## src/sv/rdrc_pkg.sv

```systemverilog
package rdrc_pkg;

  localparam int DEPTH_DEF       = 64;
  localparam int HANDLE_BITS_DEF = 8;

  localparam int ID_W    = 32;
  localparam int RADDR_W = 48;
  localparam int LEN_W   = 16;
  localparam int SIZE_W  = 7;
  localparam int PADDR_W = 3;
  localparam int PDATA_W = 32;

  localparam logic [SIZE_W-1:0] SIZE_RESET = 7'd64;

  // register index, taken from paddr[2]
  localparam logic REG_ENABLE = 1'b0;
  localparam logic REG_SIZE   = 1'b1;

  localparam logic ACT_LOOKUP = 1'b0;
  localparam logic ACT_INSERT = 1'b1;

  typedef struct packed {
    logic [ID_W-1:0]    xid;
    logic [ID_W-1:0]    proc_num;
    logic [ID_W-1:0]    vers_num;
    logic [ID_W-1:0]    prog_num;
    logic [RADDR_W-1:0] remote_addr;
  } key_t;

  typedef struct packed {
    logic              enable;
    logic [SIZE_W-1:0] size;
  } cfg_t;

endpackage

```

## src/sv/rdrc_cfg.sv

```systemverilog
module rdrc_cfg (
  input  logic                          clk,
  input  logic                          rst,
  input  logic                          psel,
  input  logic                          penable,
  input  logic                          pwrite,
  input  logic [rdrc_pkg::PADDR_W-1:0]  paddr,
  input  logic [rdrc_pkg::PDATA_W-1:0]  pwdata,
  output logic [rdrc_pkg::PDATA_W-1:0]  prdata,
  output logic                          pready,
  output rdrc_pkg::cfg_t                cfg
);
  import rdrc_pkg::*;

  logic wr;

  assign pready = 1'b1;
  assign wr     = psel && penable && pwrite;

  always_ff @(posedge clk) begin
    if (rst) begin
      cfg.enable <= 1'b0;
      cfg.size   <= SIZE_RESET;
    end else if (wr) begin
      case (paddr[2])
        REG_ENABLE: cfg.enable <= pwdata[0];
        REG_SIZE:   cfg.size   <= pwdata[SIZE_W-1:0];
        default:    cfg.enable <= cfg.enable;
      endcase
    end
  end

  always_comb begin
    case (paddr[2])
      REG_ENABLE: prdata = {{(PDATA_W-1){1'b0}}, cfg.enable};
      REG_SIZE:   prdata = {{(PDATA_W-SIZE_W){1'b0}}, cfg.size};
      default:    prdata = '0;
    endcase
  end

endmodule

```

## config.mk

```make
export PLATFORM = sky130hd
export DESIGN_NAME = rdrc_cfg
export DESIGN_NICKNAME = d
export VERILOG_FILES = /design/src/sv/rdrc_pkg.sv /design/src/sv/rdrc_cfg.sv
export SDC_FILE = /design/constraint.sdc
export NUM_CORES = 1
export LEC_CHECK = 0
export ABC_AREA = 1
export BUFFER_PORTS_ARGS = -buffer_cell sky130_fd_sc_hd__buf_2
export CORE_UTILIZATION = 31
export CTS_CLUSTER_DIAMETER = 30
export DETAILED_ROUTE_END_ITERATION = 8
export PLACE_DENSITY = 0.79
export SLEW_MARGIN = 20
export SYNTH_ARGS = -nofsm -noshare
export SYNTH_HDL_FRONTEND = slang
export SYNTH_SLANG_ARGS = --single-unit
```

## constraint.sdc

```tcl
create_clock -name clk -period 0.8 [get_ports clk]
set_input_delay 0.08 -clock clk [delete_from_list [all_inputs] [get_ports clk]]
set_output_delay 0.08 -clock clk [all_outputs]
set_load 0.02 [all_outputs]
```

# Yosys cells after proc, flatten, opt, wreduce, memory -nomap -nowiden
# Index checks and enable logic that the tools add are counted.
dict set report totals {
  register_bits 8
  in_bits 40
}
dict set report classes {
  n_reduce_logical 4
  mux 1
  bitwise_logic 1
}
# operator n
set ops {}
lappend ops {{case mux 32 bit (2 select lines)} 1}
lappend ops {{AND reduction 2 bit} 2}
lappend ops {{logical AND 1 bit} 2}
lappend ops {{inverter 1 bit} 1}

# Logic depth before layout (Yosys ltp)
# Gate-level depths: netlist (run 1).
dict set report depth {
  depth_word 3
  ltp_mapped 5
}

# Least setup slack after synthesis (run 1)
# No wires, ideal clock.
dict set report synth_timing {
  path_kind {register to output}
  startpoint {register cfg[0] in the netlist's numbering}
  endpoint {output prdata[0] in the netlist's numbering}
  arrival_ps 673
  slack_ps 47
  stages_incl_launch_ff 3
  n_path_buf 0
  cell_sequence {dfxtp_1 > nand2_1 > nand2_1}
}
dict set report synth_via {
  elab_chain_cells 1
}
# element line
set synth_lines {}
lappend synth_lines {{start: declaration} rdrc_cfg.sv:11} ;# output rdrc_pkg::cfg_t cfg
lappend synth_lines {{case mux 32 bit (2 select lines)} rdrc_cfg.sv:34} ;# case (paddr[2])
lappend synth_lines {{end: declaration} rdrc_cfg.sv:9} ;# output logic [rdrc_pkg::PDATA_W-1:0] prdata,
# No other way between the ends. The select of a mux whose other input is x is not followed.

# Final worst setup path (run 1)
dict set report layout_timing {
  startpoint {register cfg[1] in the netlist's numbering}
  endpoint {output cfg[1] in the netlist's numbering}
}
# No word-level cell between the ends.

==> results.yml, run 1 <==
power:
  power_w: 0.00105
  power_density_nw_per_um2: 1250
  worst_ir_drop_vdd_v: 0.000762
  leakage_nw: 0.494
worst_setup_path:
  reg2reg_from: "cfg[2]$_SDFFE_PP0P_"
  arrival_ns: 0.82
  cp_max_fo: 3
  cp.required_ns: 0.72
  start_kind: "register"
  crit_path_max_incr_delay_ns: 0.32
  critPathLaunch: "cfg[1]$_SDFFE_PP0P_"
  crit_buf_inv: 2
  crit_type: "register to primary output"
  crit_family: "flip-flops"
  cp_slowest_cell: "dfxtp_2"
  cp_cell_sequence: "buf_4 -> buf_6"
  end_kind: "primary output"
placement:
  place_area_um2: 694
  numPortBuffers: 27
  gp_congestion: 0.693
  detailedPlacementHpwl_um: 881
  dp.cells: 146
synthesis:
  synthCells: 96
  avgSynthCellArea_um2: 6.44
  synth_cell_type_count: 12
  yosys_warnings: 0
  seq_area_frac_synth: 0.259
  synth_area_um2: 618
  synth_seq_cells: 8
clock_network:
  cts_max_level: 1
  worst_skew_pair.late_latency_ns: 0.25
  clockBufferDepth: 2
  ctsHoldBuffers: 0
  cts_root_buf: "clkbuf_4"
  clk_pin_slew_ns: 0.05
  cts_tree: "yes"
  cts.sink_count: 8
  cts_buffers: 3
layout:
  nFillCells: 194
  largest_reg_flops: 8
  nets: 168
  stdcell_area_um2: 840
  layout-drive-gt1-share: 0.413
  layout.cells.non_filler: 151
  n_antenna_cell: 0
  syn2layout_area_growth_pct: 35.8
  top_regs: "cfg x8"
  regMostFlops: "cfg"
job:
  maxCapViolCount: 0
floorplan:
  start_util: 0.343
  die-area_um2: 2180
  ios: 81
  rows: 15
  die_y_um: 46.7
  core_area_um2: 1800
  dieWidth_um: 46.7
route:
  routed_via_density: 3.83
  drt-total-wl_mm: 1.20
  initialDrtViolationCount: 2
  vias: 579
  drt_pass1_iterations: 2
  drc: 0
  drt-wirelength-per-cell_um: 7.91
  ant_nets: 0
grt:
  overflow: 0
  grt_max_degree: 12
  grt_pass1_wl_mm: 1.83
  grt_usage: 0.121
  antenna_found_initial: 0
  grt_pass1_vias: 443
sta:
  timing.hold.ws_ns: 0.0414
  fin_crit_sh: 1.13
  grt_setup_unrepaired: "yes"
  setup_ws_ns: -0.103
  hold_viol: 0
  finalSetupViolations: 12
  fmax_ghz: 1.11
  slew_viol_final: 0
  fin_crit_ns: 0.903
  final.setup.tns_ns: -0.828
  finClkSkew_ns: 0
status:
  outcome: "finished, violations left"
  violations: "negative setup slack"
worst_hold_path:
  hold_class: "primary input to register"
  hp-start: "pwdata[6]"
layer usage:
metal | track usage | vias up | part of all wire
met1 | 0.119 | 250 | 0.37
met2 | 0.222 | 35 | 0.55
li1 | - | 294 | -
met5 | 0 | - | 0
met3 | 0.0588 | 0 | 0.083
met4 | 0.0343 | 0 | 0
synth_stat cells (all sizes together):
library cell,count,area (µm²)
a21oi,1,5.00
dfxtp,8,160
o21ai,1,5.00
conb,2,7.51
nand2,18,67.6
inv,15,56.3
nor2,15,71.3
buf,27,200
nand3,9,45.0
worst min-delay path: cells and delay by family:
| kind | cells | cell delay [ns] |
|---|---|---|
| buf+inv | 1 | 0.07 |
| simple gates | 2 | 0.10 |
cell usage in the layout (no fill, tap or decap), drive strengths merged:
cell type,Yosys,final
buf,27,30
conb,2,26
clkbuf,0,3
inv,15,15
o21ai,1,1
nand2,18,18
dfxtp,8,8
nor2,15,15
a21oi,1,1
nand3,9,9
what timing repair did:
action | CTS | global route
endpoints found under the setup margin | 15 | 15
gates resized for setup | 33 | 11
buffers inserted | 0 | 2
pin swaps | 1 | 0
power breakdown:
group	internal [W]	switching, W	total [W]
Combinational	0.000102	0.000222	0.000324
Clock	0.000171	0.000132	0.000304
Sequential	0.000414	0.0000125	0.000426
cell type report:
type	instances	area, µm²	area share
clock buffers	3	22.5	0.0268
inverters	15	56.3	0.0671
multi-input cells	70	302	0.359
flip-flops and latches	8	173	0.206
well taps	25	31.3	0.0373
repair buffers	30	255	0.304
cell families (layout without fill, tap and decap cells):
family | Yosys count | count (layout) | synth area share
flip-flops | 8 | 8 | 0.259
other | 2 | 26 | 0.0122
AND/OR/NAND/NOR | 42 | 42 | 0.298
AO/OA/AOI/OAI | 2 | 2 | 0.0162
buffers and inverters | 42 | 48 | 0.415
final timing paths:
check / end / slack, ns / depth (start not counted)
max reg2reg: cfg[2]$_SDFFE_PP0P_ / 0.21 / 2
min: cfg[6]$_SDFFE_PP1P_ / 0.04 / 3
max: cfg[1] / -0.10 / 2
min reg2reg: cfg[0]$_SDFFE_PP0P_ / 0.49 / 2
metrics by stage:
stage | setup WS [ns] | util
after floorplan | 0.0469 | -
after global placement | 0.0686 | 0.385
after detailed placement | 0.0368 | 0.385
after CTS | -0.109 | 0.447
after global routing | -0.140 | 0.466
final | -0.103 | 0.466
(Power assumes the default switching activity.)
==> inputs of run 2 (changes only) <==
ABC_CLOCK_PERIOD_IN_PS = 800   (was not set)
CELL_PAD_IN_SITES_DETAIL_PLACEMENT = 1   (was not set)
CELL_PAD_IN_SITES_GLOBAL_PLACEMENT = 2   (was not set)
CORE_UTILIZATION = 12   (was 31)
CTS_CLUSTER_SIZE = 8   (was not set)
PLACE_DENSITY = not set   (was 0.79)
PLACE_DENSITY_LB_ADDON = 0.1   (was not set)
==> run 2 against run 1 <==
Effect of this change: the flow still finishes with violations (negative setup slack); cell area grew 5.2%; setup slack improved by 0.0078 ns; combinational power shrank 2%; critical endpoint is now prdata[0]; largest cell class unchanged; largest power group is now clock.
==> results.yml, run 2 (synthesis gave the netlist of run 1 again) <==
sta:
  hold_viol: 0
  slew_viol_final: 0
  timing.hold.ws_ns: 0.0707
  fin_crit_ns: 0.895
  setup_ws_ns: -0.0955
  finClkSkew_ns: 0
  grt_setup_unrepaired: "yes"
  finalSetupViolations: 9
  fmax_ghz: 1.12
  fin_crit_sh: 1.12
placement:
  numPortBuffers: 27
  gp_congestion: 0.586
  post-place-ws_ns: -0.00531
  detailedPlacementHpwl_mm: 1.37
grt:
  grt_pass1_wl_mm: 2.53
  grt_pass1_vias: 513
  antenna_found_initial: 0
  grt_usage: 0.0640
  grt_max_degree: 9
  overflow: 0
clock_network:
  clockBufferDepth: 2
  clk_pin_slew_ns: 0.05
  cts_max_level: 1
  cts_buffers: 3
  worst_skew_pair.late_latency_ns: 0.23
  cts_tree: "yes"
  ctsHoldBuffers: 0
  cts.sink_count: 8
  cts_root_buf: "clkbuf_8"
route:
  initialDrtViolationCount: 6
  drt-wirelength-per-cell_um: 8.39
  ant_nets: 0
  drt-total-wl_mm: 1.63
  drc: 0
  routed_via_density: 2.94
  drt_pass1_iterations: 2
  vias: 570
worst_hold_path:
  hp-start: "pwdata[6]"
  hold_class: "primary input to register"
job:
  maxCapViolCount: 0
floorplan:
  ios: 81
  rows: 25
  die_y_um: 73.8
  dieWidth_um: 73.8
  core_area_um2: 4850
  die-area_um2: 5440
  start_util: 0.127
layout:
  syn2layout_area_growth_pct: 42.9
  final_cell_mix: "conb_1, nand2_1, inv_1, nor2_1, buf_2"
  nets: 169
  layout-drive-gt1-share: 0.370
  final_util: 0.182
  top_regs: "cfg x8"
  regMostFlops: "cfg"
  n_antenna_cell: 0
  layout_commonest_cell: "conb_1"
  largest_reg_flops: 8
worst_setup_path:
  crit_type: "register to primary output"
  end_kind: "primary output"
  reg2reg_from: "cfg[2]$_SDFFE_PP0P_"
  crit_buf_inv: 1
  crit_family: "flip-flops"
  arrival_ns: 0.82
  cp_cell_sequence: "nand2_1 -> nand2_1 -> buf_6"
  cp.required_ns: 0.72
  critPathLaunch: "cfg[7]$_SDFFE_PP0P_"
  cp_slowest_cell: "dfxtp_2"
  crit_path_frequent_cell: "nand2_1"
  cp_max_fo: 3
  start_kind: "register"
  crit_path_max_incr_delay_ns: 0.33
status:
  violations: "negative setup slack"
  outcome: "finished, violations left"
power:
  leakage_nw: 0.503
  power_density_nw_per_um2: 1400
  worst_ir_drop_vdd_v: 0.000287
run 2: timing repair:
item,in CTS,in global routing
endpoints found under the setup margin,15,12
pin swaps,1,0
resized for setup,26,8
setup buffers,1,1
run 2: worst register-to-register path, cell delays in order (launching register included):
cell and delay (ns):
dfxtp_2 0.31, buf_4 0.12, nor2_1 0.09, nor2_1 0.05
run 2: area by class of cell:
cell class                 count  area [µm²]
inverter                      15        56.3
sequential                     8         170
tap                           67        83.8
timing repair buffer          31         238
clock buffer                   3        41.3
multi-input combinational     70         294
fill                         609        3970
run 2: per-stage QoR:
step / total power [W] / cells / TNS, ns / cell area (µm²)
after floorplan: 0.000734 / 120 / 0 / 708
after global placement: 0.000719 / 189 / 0 / 742
after detailed placement: 0.000722 / 189 / -0.00950 / 742
after CTS: 0.00126 / 193 / -0.526 / 855
after global routing: 0.00131 / 194 / -0.819 / 883
final: 0.00124 / 194 / -0.489 / 883
run 2: worst paths after layout:
| path | to | slack (ns) | cells after the start |
|---|---|---|---|
| max | prdata[0] | -0.1 | 3 |
| min | cfg[6]$_SDFFE_PP1P_ | 0.07 | 3 |
| max reg2reg | cfg[2]$_SDFFE_PP0P_ | 0.11 | 3 |
| min reg2reg | cfg[1]$_SDFFE_PP0P_ | 0.49 | 2 |
run 2: routing by layer:
metal  vias up  GRT usage  share of wire
li1        293          -              -
met1       246     0.0770           0.42
met2        29      0.104           0.49
met3         2     0.0137          0.081
met4         0     0.0385         0.0074
met5         -          0              0
run 2: where the power goes:
part	switching [W]	internal, W	total [W]	leakage, nW
Clock	0.000162	0.000326	0.000489	0.0216
Combinational	0.000225	0.0000938	0.000318	0.414
Sequential	0.0000112	0.000417	0.000429	0.0679
Total	0.000398	0.000838	0.00124	0.503
